`config.mk`:
```
export PLATFORM = sky130hd
export DESIGN_NAME = duty_sorted_channel_list
export DESIGN_NICKNAME = d
export VERILOG_FILES = /design/src/hdl/dsl_pkg.sv /design/src/hdl/dsl_ctrl.sv /design/src/hdl/dsl_dp.sv /design/src/hdl/duty_sorted_channel_list.sv
export VERILOG_INCLUDE_DIRS = /design/src /design/src/hdl
export SDC_FILE = /design/constraint.sdc
export NUM_CORES = 1
export LEC_CHECK = 0
export BUFFER_PORTS_ARGS = -buffer_cell sky130_fd_sc_hd__buf_2
export CORE_UTILIZATION = 51
export CTS_CLUSTER_DIAMETER = 200
export DETAILED_ROUTE_END_ITERATION = 10
export HOLD_SLACK_MARGIN = 0.03
export PLACE_DENSITY = 0.81
export SYNTH_ARGS = -nofsm -noshare
export SYNTH_HDL_FRONTEND = slang
export SYNTH_SLANG_ARGS = --single-unit
```
`constraint.sdc`:
```
create_clock -name clk -period 5.94 [get_ports clk]
set_input_delay 0.297 -clock clk [delete_from_list [all_inputs] [get_ports clk]]
set_output_delay 0.297 -clock clk [all_outputs]
set_load 0.05 [all_outputs]
```
`src/hdl/duty_sorted_channel_list_macros.svh`:
```
// ----------------------------------------------------------------------------
// duty sorted channel list: assertion macros
// shared property forms for the checks at the end of the top level
// ----------------------------------------------------------------------------
`ifndef DUTY_SORTED_CHANNEL_LIST_MACROS_SVH
`define DUTY_SORTED_CHANNEL_LIST_MACROS_SVH

// same-cycle implication
`define DSL_ASSERT_IMPLY(lbl, clk, rst, ante, cons, msg) \
  lbl: assert property (@(posedge clk) disable iff (rst) (ante) |-> (cons)) \
    else $error(msg);

// next-cycle implication
`define DSL_ASSERT_NEXT(lbl, clk, rst, ante, cons, msg) \
  lbl: assert property (@(posedge clk) disable iff (rst) (ante) |=> (cons)) \
    else $error(msg);

`endif

```
`src/hdl/dsl_pkg.sv`:
```
// ----------------------------------------------------------------------------
// dsl_pkg
// types, constants and reset table shared by the duty sorted channel list
// ----------------------------------------------------------------------------
`default_nettype none

package dsl_pkg;

  localparam int CHANNELS_DEF = 8;
  localparam int CH_W         = 3;
  localparam int DUTY_W       = 16;
  localparam int OPC_W        = 2;
  localparam int COUNT_OUT_W  = 4;
  localparam int PACKED_SLOTS = 8;
  localparam int PACKED_W     = PACKED_SLOTS * CH_W;

  localparam int APB_ADDR_W = 3;
  localparam int APB_DATA_W = 32;

  // register index, taken from the word address bit
  localparam logic [0:0] REG_PERIOD = 1'b0;

  localparam logic [DUTY_W-1:0] PERIOD_RESET = 16'd20000;
  localparam logic [DUTY_W-1:0] DUTY_MARGIN  = 16'd10;

  typedef enum logic [OPC_W-1:0] {
    OP_ENABLE  = 2'd0,
    OP_DISABLE = 2'd1,
    OP_CHANGE  = 2'd2,
    OP_NOP     = 2'd3
  } opcode_t;

  typedef enum logic [2:0] {
    ST_IDLE,
    ST_CHECK,
    ST_REMOVE,
    ST_STORE,
    ST_SCAN,
    ST_INSERT,
    ST_RESULT
  } state_t;

  typedef struct packed {
    logic load;     // capture the command beat
    logic reject;   // flag duty out of range
    logic cap_d;    // capture the key duty
    logic remove;   // take the channel out of the list
    logic store;    // write the new duty
    logic scan;     // read duty through the list entry at pos
    logic inc_pos;  // step the insertion pointer
    logic insert;   // open the gap and place the channel
  } dp_cmd_t;

  typedef struct packed {
    opcode_t opcode;
    logic    ch_ok;
    logic    listed;
    logic    full;
    logic    range_ok;
    logic    scan_more;
  } dp_stat_t;

  function automatic logic [DUTY_W-1:0] duty_reset_val(input int idx);
    logic [DUTY_W-1:0] v;
    case (idx)
      0:       v = 16'd19010;
      1:       v = 16'd18990;
      2:       v = 16'd18000;
      3:       v = 16'd19020;
      4:       v = 16'd18500;
      5:       v = 16'd18690;
      6:       v = 16'd2100;
      7:       v = 16'd2000;
      default: v = '0;
    endcase
    return v;
  endfunction

endpackage

`default_nettype wire

```
`src/hdl/dsl_ctrl.sv`:
```
// ----------------------------------------------------------------------------
// dsl_ctrl
// sequencer for check, remove, store, scan and insert of one command
// ----------------------------------------------------------------------------
`default_nettype none

module dsl_ctrl (
  input  wire logic              clk,
  input  wire logic              rst,
  input  wire logic              start,
  input  wire dsl_pkg::dp_stat_t stat,
  output dsl_pkg::dp_cmd_t       cmd,
  output logic                   busy,
  output logic                   done
);
  import dsl_pkg::*;

  state_t state;
  state_t state_next;

  always_ff @(posedge clk) begin
    if (rst) begin
      state <= ST_IDLE;
    end else begin
      state <= state_next;
    end
  end

  always_comb begin
    state_next = state;
    cmd        = '0;
    done       = 1'b0;
    unique case (state)
      ST_IDLE: begin
        if (start) begin
          cmd.load   = 1'b1;
          state_next = ST_CHECK;
        end
      end
      ST_CHECK: begin
        if (!stat.ch_ok) begin
          state_next = ST_RESULT;
        end else begin
          unique case (stat.opcode)
            OP_ENABLE: begin
              if (stat.listed || stat.full) begin
                state_next = ST_RESULT;
              end else begin
                cmd.cap_d  = 1'b1;
                state_next = ST_SCAN;
              end
            end
            OP_DISABLE: begin
              state_next = stat.listed ? ST_REMOVE : ST_RESULT;
            end
            OP_CHANGE: begin
              if (stat.range_ok) begin
                state_next = ST_REMOVE;
              end else begin
                cmd.reject = 1'b1;
                state_next = ST_RESULT;
              end
            end
            OP_NOP: begin
              state_next = ST_RESULT;
            end
            default: begin
              state_next = ST_RESULT;
            end
          endcase
        end
      end
      ST_REMOVE: begin
        cmd.remove = 1'b1;
        state_next = (stat.opcode == OP_CHANGE) ? ST_STORE : ST_RESULT;
      end
      ST_STORE: begin
        cmd.store  = 1'b1;
        cmd.cap_d  = 1'b1;
        state_next = ST_SCAN;
      end
      ST_SCAN: begin
        cmd.scan = 1'b1;
        if (stat.scan_more) begin
          cmd.inc_pos = 1'b1;
        end else begin
          state_next = ST_INSERT;
        end
      end
      ST_INSERT: begin
        cmd.insert = 1'b1;
        state_next = ST_RESULT;
      end
      ST_RESULT: begin
        done       = 1'b1;
        state_next = ST_IDLE;
      end
      default: begin
        state_next = ST_IDLE;
      end
    endcase
  end

  assign busy = (state != ST_IDLE);

endmodule

`default_nettype wire

```
`src/hdl/dsl_dp.sv`:
```
// ----------------------------------------------------------------------------
// dsl_dp
// ordered channel list, duty table, insertion pointer and result registers
// ----------------------------------------------------------------------------
`default_nettype none

module dsl_dp #(
  parameter int CHANNELS = dsl_pkg::CHANNELS_DEF
) (
  input  wire logic                          clk,
  input  wire logic                          rst,
  input  wire dsl_pkg::dp_cmd_t              cmd,
  output dsl_pkg::dp_stat_t                  stat,
  input  wire logic [dsl_pkg::OPC_W-1:0]     opcode,
  input  wire logic [dsl_pkg::CH_W-1:0]      channel,
  input  wire logic [dsl_pkg::DUTY_W-1:0]    duty,
  input  wire logic [dsl_pkg::DUTY_W-1:0]    period_us,
  output logic                               status,
  output logic [dsl_pkg::COUNT_OUT_W-1:0]    active_count,
  output logic [dsl_pkg::PACKED_W-1:0]       order_packed
);
  import dsl_pkg::*;

  localparam int IW = $clog2(CHANNELS);
  localparam int CW = $clog2(CHANNELS + 1);
  localparam int XW = (IW > CH_W) ? IW : CH_W;

  opcode_t           op_q;
  logic [CH_W-1:0]   ch_q;
  logic [DUTY_W-1:0] duty_q;
  logic              status_q;

  logic [CH_W-1:0]   order [CHANNELS];
  logic [CH_W-1:0]   order_next [CHANNELS];
  logic [CW-1:0]     count;
  logic [CW-1:0]     count_next;
  logic [DUTY_W-1:0] duty_tab [CHANNELS];
  logic [CW-1:0]     pos;
  logic [DUTY_W-1:0] key_d;

  logic [XW-1:0]     ch_x;
  logic [XW-1:0]     ent_x;
  logic [CH_W-1:0]   ent;
  logic [IW-1:0]     ch_idx;
  logic [IW-1:0]     ent_idx;
  logic [IW-1:0]     rd_idx;
  logic [DUTY_W-1:0] rd_data;
  logic              hit;
  logic [IW-1:0]     hit_idx;

  // channel number to table index
  assign ch_x    = XW'(ch_q);
  assign ch_idx  = ch_x[IW-1:0];
  assign ent     = order[pos[IW-1:0]];
  assign ent_x   = XW'(ent);
  assign ent_idx = ent_x[IW-1:0];

  // single read port on the duty table
  assign rd_idx  = cmd.scan ? ent_idx : ch_idx;
  assign rd_data = duty_tab[rd_idx];

  // lowest list slot holding the channel
  always_comb begin
    hit     = 1'b0;
    hit_idx = '0;
    for (int k = CHANNELS - 1; k >= 0; k--) begin
      if ((CW'(k) < count) && (order[k] == ch_q)) begin
        hit     = 1'b1;
        hit_idx = IW'(k);
      end
    end
  end

  always_comb begin
    stat.opcode    = op_q;
    stat.ch_ok     = (int'(ch_q) < CHANNELS);
    stat.listed    = hit;
    stat.full      = (count >= CW'(CHANNELS));
    stat.range_ok  = (duty_q >= DUTY_MARGIN) &&
                     (({1'b0, duty_q} + {1'b0, DUTY_MARGIN}) <= {1'b0, period_us});
    stat.scan_more = (pos < count) && (rd_data < key_d);
  end

  always_comb begin
    order_next = order;
    count_next = count;
    if (cmd.remove && hit) begin
      for (int k = 0; k < CHANNELS - 1; k++) begin
        if (IW'(k) >= hit_idx) begin
          order_next[k] = order[k + 1];
        end
      end
      order_next[CHANNELS - 1] = '0;
      count_next = count - 1'b1;
    end else if (cmd.insert) begin
      for (int k = 1; k < CHANNELS; k++) begin
        if (CW'(k) > pos) begin
          order_next[k] = order[k - 1];
        end
      end
      for (int k = 0; k < CHANNELS; k++) begin
        if (CW'(k) == pos) begin
          order_next[k] = ch_q;
        end
      end
      count_next = count + 1'b1;
    end
  end

  always_ff @(posedge clk) begin
    if (rst) begin
      count    <= '0;
      pos      <= '0;
      status_q <= 1'b0;
      for (int k = 0; k < CHANNELS; k++) begin
        order[k]    <= '0;
        duty_tab[k] <= duty_reset_val(k);
      end
    end else begin
      order <= order_next;
      count <= count_next;
      if (cmd.load) begin
        pos      <= '0;
        status_q <= 1'b0;
      end else if (cmd.inc_pos) begin
        pos <= pos + 1'b1;
      end
      if (cmd.reject) begin
        status_q <= 1'b1;
      end
      if (cmd.store) begin
        duty_tab[ch_idx] <= duty_q;
      end
    end
  end

  always_ff @(posedge clk) begin
    if (cmd.load) begin
      op_q   <= opcode_t'(opcode);
      ch_q   <= channel;
      duty_q <= duty;
    end
    if (cmd.cap_d) begin
      key_d <= cmd.store ? duty_q : rd_data;
    end
  end

  assign status       = status_q;
  assign active_count = COUNT_OUT_W'(count);

  for (genvar g = 0; g < PACKED_SLOTS; g++) begin : g_slot
    if (g < CHANNELS) begin : g_used
      assign order_packed[CH_W*g +: CH_W] = (CW'(g) < count) ? order[g] : '0;
    end else begin : g_empty
      assign order_packed[CH_W*g +: CH_W] = '0;
    end
  end

endmodule

`default_nettype wire

```
`src/hdl/duty_sorted_channel_list.sv`:
```
// ----------------------------------------------------------------------------
// duty_sorted_channel_list
// list of active pwm channels kept in rising duty order, with duty table
// ----------------------------------------------------------------------------
// commands come in on start/opcode/channel/duty and are taken at an edge
// where start is high and busy is low. busy stays high until the result
// beat, which sits on status/active_count/order_packed for one cycle with
// done high; the receiver cannot stall it, so it must take it then.
// a command runs through check, then remove for disable, scan and insert
// for enable, or remove, store, scan and insert for change duty, before
// the result; rejected or empty commands go from check to the result.
// the scan reads one duty table entry per cycle through the list. busy
// drops the cycle after the result beat, so the next command is taken
// in the cycle after done at the earliest.
// the apb port holds period_us (address 0); write it only while idle.
// synchronous reset empties the list, loads the default duties and sets
// period_us to 20000.
// ----------------------------------------------------------------------------
`default_nettype none

`include "duty_sorted_channel_list_macros.svh"

module duty_sorted_channel_list #(
  parameter int CHANNELS = dsl_pkg::CHANNELS_DEF
) (
  input  wire logic                              clk,
  input  wire logic                              rst,
  input  wire logic                              start,
  output logic                                   busy,
  input  wire logic [dsl_pkg::OPC_W-1:0]         opcode,
  input  wire logic [dsl_pkg::CH_W-1:0]          channel,
  input  wire logic [dsl_pkg::DUTY_W-1:0]        duty,
  output logic                                   done,
  output logic                                   status,
  output logic [dsl_pkg::COUNT_OUT_W-1:0]        active_count,
  output logic [dsl_pkg::PACKED_W-1:0]           order_packed,
  input  wire logic                              psel,
  input  wire logic                              penable,
  input  wire logic                              pwrite,
  input  wire logic [dsl_pkg::APB_ADDR_W-1:0]    paddr,
  input  wire logic [dsl_pkg::APB_DATA_W-1:0]    pwdata,
  output logic [dsl_pkg::APB_DATA_W-1:0]         prdata,
  output logic                                   pready
);
  import dsl_pkg::*;

  dp_cmd_t           cmd;
  dp_stat_t          stat;
  logic [DUTY_W-1:0] period_us;
  logic              wr_en;
  logic [0:0]        reg_idx;

  assign pready  = 1'b1;
  assign wr_en   = psel && penable && pwrite;
  assign reg_idx = paddr[2:2];

  always_ff @(posedge clk) begin
    if (rst) begin
      period_us <= PERIOD_RESET;
    end else if (wr_en && (reg_idx == REG_PERIOD)) begin
      period_us <= pwdata[DUTY_W-1:0];
    end
  end

  always_comb begin
    unique case (reg_idx)
      REG_PERIOD: prdata = APB_DATA_W'(period_us);
      default:    prdata = '0;
    endcase
  end

  dsl_ctrl u_ctrl (
    .clk   (clk),
    .rst   (rst),
    .start (start),
    .stat  (stat),
    .cmd   (cmd),
    .busy  (busy),
    .done  (done)
  );

  dsl_dp #(
    .CHANNELS (CHANNELS)
  ) u_dp (
    .clk          (clk),
    .rst          (rst),
    .cmd          (cmd),
    .stat         (stat),
    .opcode       (opcode),
    .channel      (channel),
    .duty         (duty),
    .period_us    (period_us),
    .status       (status),
    .active_count (active_count),
    .order_packed (order_packed)
  );

  `DSL_ASSERT_NEXT(a_accept_busy, clk, rst, start && !busy, busy, "command taken but not busy")
  `DSL_ASSERT_IMPLY(a_end_on_result, clk, rst, $fell(busy) && !$past(rst), $past(done), "busy dropped without a result beat")
  `DSL_ASSERT_NEXT(a_idle_list_stable, clk, rst, !busy && !start, $stable(active_count) && $stable(order_packed), "list changed while idle")

endmodule

`default_nettype wire

```
==> impl_metrics.env <==
export IMPL_outcome="complete, no violations"
export IMPL_clk_latency_ns=0.52
export IMPL_final_instance_count_excl_fill=1511
export IMPL_path_clk_slew_ns=0.06
export IMPL_cts_htree_levels=1
export IMPL_grt_start_max_net_pins=54
export IMPL_design_final_nets=1276
export IMPL_ys_seq_area_frac=0.491
export IMPL_num_vias=8950
export IMPL_setup_tns_final_ns=0
export IMPL_detail_route_first_pass_iterations=7
export IMPL_tritoncts="done"
export IMPL_rows=56
export IMPL_worst_ep_arrival_time_ns=5.66
export IMPL_syn_avg_cell_area_sq_um=11.3
export IMPL_synth_distinct_cells=69
export IMPL_rsz0062_at_grt="false"
export IMPL_routed_antenna_nets=0
export IMPL_wirelength_mm=30.7
export IMPL_syn2layout_area_growth_pct=14.2
export IMPL_ys_ff_latch=217
export IMPL_die_outline_area_sq_um=24600
export IMPL_reg2reg_from="u_dp.pos[1]$_SDFFE_PP0P_"
export IMPL_slew_violations=0
export IMPL_ys_warn_count=0
export IMPL_asyncSetResetFlopFracSynth=0
export IMPL_number_of_max_capacitance_violations_reported=0
export IMPL_period_needed_ns=5.23
export IMPL_cp_max_fo=15
export IMPL_cts_resized_gates=0
export IMPL_die_width_um=157
export IMPL_timing_hold_worst_start="pwdata[3]"
export IMPL_cts_hold_buffers=33
export IMPL_startpoint_type="register"
export IMPL_cts_sinks=217
export IMPL_final_min_period_over_clock_period=0.880
export IMPL_final_setup_worst_slack_ns=0.711
export IMPL_synthCells=1080
export IMPL_dieHeight_um=157
export IMPL_cts_made_buffers=24
export IMPL_worstSetupEndpointType="register"
export IMPL_placement_setup_worst_slack_ns=0.787
export IMPL_grt_first_pass_wirelength_mm=48.4
export IMPL_power_leakage_nw=5.31
export IMPL_count_of_flip_flops_with_a_built_in_enable_after_synthesis=165
export IMPL_total_power_per_unit_cell_area_nw_per_um2=313
export IMPL_place_gp_congestion=0.887
export IMPL_layout_cells_sized_above_1=0.173
export IMPL_ir_worst_vdd_mv=0.304
export IMPL_hp_class="input pin to register"
export IMPL_start_util=0.521
export IMPL_critical_path_required_ns=6.37
export IMPL_placedCellCount=1433
export IMPL_cts_root_to_sink_buffers=3
export IMPL_final_core_util=0.594
export IMPL_setup_viol_count_final=0
export IMPL_boundaryPins=126
export IMPL_detailed_place_hpwl_mm=20.1
export IMPL_area_share_of_the_largest_cell_type_after_synthesis=0.405
export IMPL_core_area_sq_um=23500
export IMPL_synth_cell_area_sq_um=12200
export IMPL_drt_iter0_drc=871
export IMPL_drcViolationCount=0
export IMPL_buffer_ports_inserted=90
export IMPL_antenna_violations_before_repair=1
export IMPL_ys_top_cells_by_area="edfxtp_1, dfxtp_1, mux4_1, ha_1, and2_1"
export IMPL_timing_slew_headroom=0.195
export IMPL_finalHoldViolations=0
export IMPL_vias_in_the_first_global_route=8730
export IMPL_max_freq_mhz=191
export IMPL_fin_worst_hold_slack_ns=0.0419
export IMPL_synth_top_flop_cell="edfxtp_1"
export IMPL_post_cts_setup_buffers=0
export IMPL_grt_use_total=0.259
export IMPL_route_detailed_vias_per_inst=5.92
export IMPL_worstSetupStartpoint="u_dp.pos[1]$_SDFFE_PP0P_"
export IMPL_skew_ns=0.0155
export IMPL_crit_type="register to register"
export IMPL_cts_root_buffer="clkbuf_16"
export IMPL_post_drt_wl_per_cell_um=20.3
export IMPL_synth_largest_area_cell="edfxtp_1"
export IMPL_worst_pin_slew_ns=1.18
export IMPL_globalRoute_totalOverflow=0
==> where the power goes <==
| group | total (mW) | switching [mW] | internal, mW | leakage [nW] |
|---|---|---|---|---|
| sequential | 1.86 | 0.126 | 1.73 | 1.94 |
| combinational | 0.964 | 0.532 | 0.432 | 2.96 |
| clock | 1.54 | 0.603 | 0.935 | 0.407 |
==> cell usage after synthesis, types with 6 or more instances <==
master / instances
nor2_1: 78
o21a_1: 6
buf_4: 21
clkbuf_1: 53
buf_2: 8
nor2b_1: 25
nand3_1: 15
a21o_1: 10
a211o_1: 6
o21ai_0: 15
a21oi_1: 61
mux2_2: 13
mux2_4: 20
nand4_1: 11
or3_1: 32
or2_2: 9
xor2_1: 23
nand2b_1: 21
a211oi_1: 21
nor4_1: 14
mux2i_1: 23
nand2_1: 60
edfxtp_1: 165
inv_1: 49
dfxtp_1: 52
nor3_1: 28
mux4_1: 29
ha_1: 41
and2_1: 78
xnor2_1: 17
==> sequential cells by signal, summed over array words and instances, names as in the netlist <==
signal and count:
u_dp.pos 4, u_dp.duty_tab 128, period_us 16, u_dp.duty_q 16, u_dp.ch_idx 3, u_dp.key_d 16, u_dp.active_count 4, u_dp.op_q 2
u_dp.order 24, u_dp.status 1, u_ctrl.state 3
==> final cells by class <==
cell class | count | area [sq um]
inverters | 52 | 195
flip-flops and latches | 217 | 6000
repair buffers | 141 | 916
clock inverters | 13 | 146
multi-input cells | 737 | 5620
well taps | 319 | 399
diodes | 1 | 2.50
clock buffers | 31 | 678
fillers | 1860 | 9520
==> path summary, 6_finish.rpt <==
path,endpoint,slack [ns],depth (start not counted)
worst max-delay path,u_dp.pos[3]$_SDFFE_PP0P_,0.71,15
worst min-delay path,period_us[3]$_SDFFE_PP0P_,0.04,3
worst max register to register,u_dp.pos[3]$_SDFFE_PP0P_,0.71,15
worst min register to register,period_us[13]$_SDFFE_PP0P_,0.45,2
==> stage by stage <==
step	power [mW]	instance area, sq um
floorplan	2.58	12300
global placement	2.79	12800
detailed placement	2.82	12800
CTS	4.36	13900
global route	4.52	13900
finish	4.36	13900
==> cells in the final DEF, fill, tap and decap left out, types with 6 or more instances in the layout <==
cell / count
conb_1: 17
a211o_1: 6
dfxtp_1: 52
mux2_2: 13
clkinv_2: 7
nand3_1: 15
xnor2_1: 17
xor2_1: 23
mux2i_1: 23
clkbuf_16: 25
dlygate4sd3_1: 33
nor4_1: 14
nand2_1: 60
and2_1: 78
buf_4: 18
or3_1: 32
nor2_1: 77
ha_1: 41
nand4_1: 11
nor2b_1: 25
o21ai_0: 15
mux4_1: 29
a211oi_1: 21
edfxtp_1: 165
nand2b_1: 21
a21oi_1: 61
a21o_1: 10
or2_2: 9
nor3_1: 28
inv_1: 49
buf_2: 90
mux2_4: 20
==> critical path, stage by stage (launching register included) <==
cell,delay [ns]
dfxtp_1,0.67
mux4_1,0.67
mux2i_4,0.24
o21a_2,0.38
buf_4,0.35
mux4_1,0.60
mux2_2,0.29
ha_1,0.29
a21o_1,0.18
a21o_1,0.17
a21oi_1,0.19
o221a_2,0.23
and4_1,0.20
a22oi_2,0.12
or3_1,0.34
a21oi_1,0.19
==> cell families (layout without fill, tap and decap cells) <==
family                     Yosys count  in the layout  share of synthesized area
and+or+nand+nor                    388            388                      0.168
DFF                                217            217                      0.491
AOI/OAI and AO/OA                  161            161                     0.0882
buffers and inverters              141            237                     0.0547
muxes                               90             90                      0.127
adders and majority gates           41             41                     0.0420
xor gates and xnor gates            40             40                     0.0287
other                                2             18                   0.000615
==> layer usage <==
layer	vias to the layer above	global-route usage	wire length, um
met4	0	0.0892	872
met1	4307	0.349	12700
met5	-	0	0
li1	4103	-	-
met2	471	0.421	14300
met3	69	0.0476	2810
(Power assumes the default switching activity.)
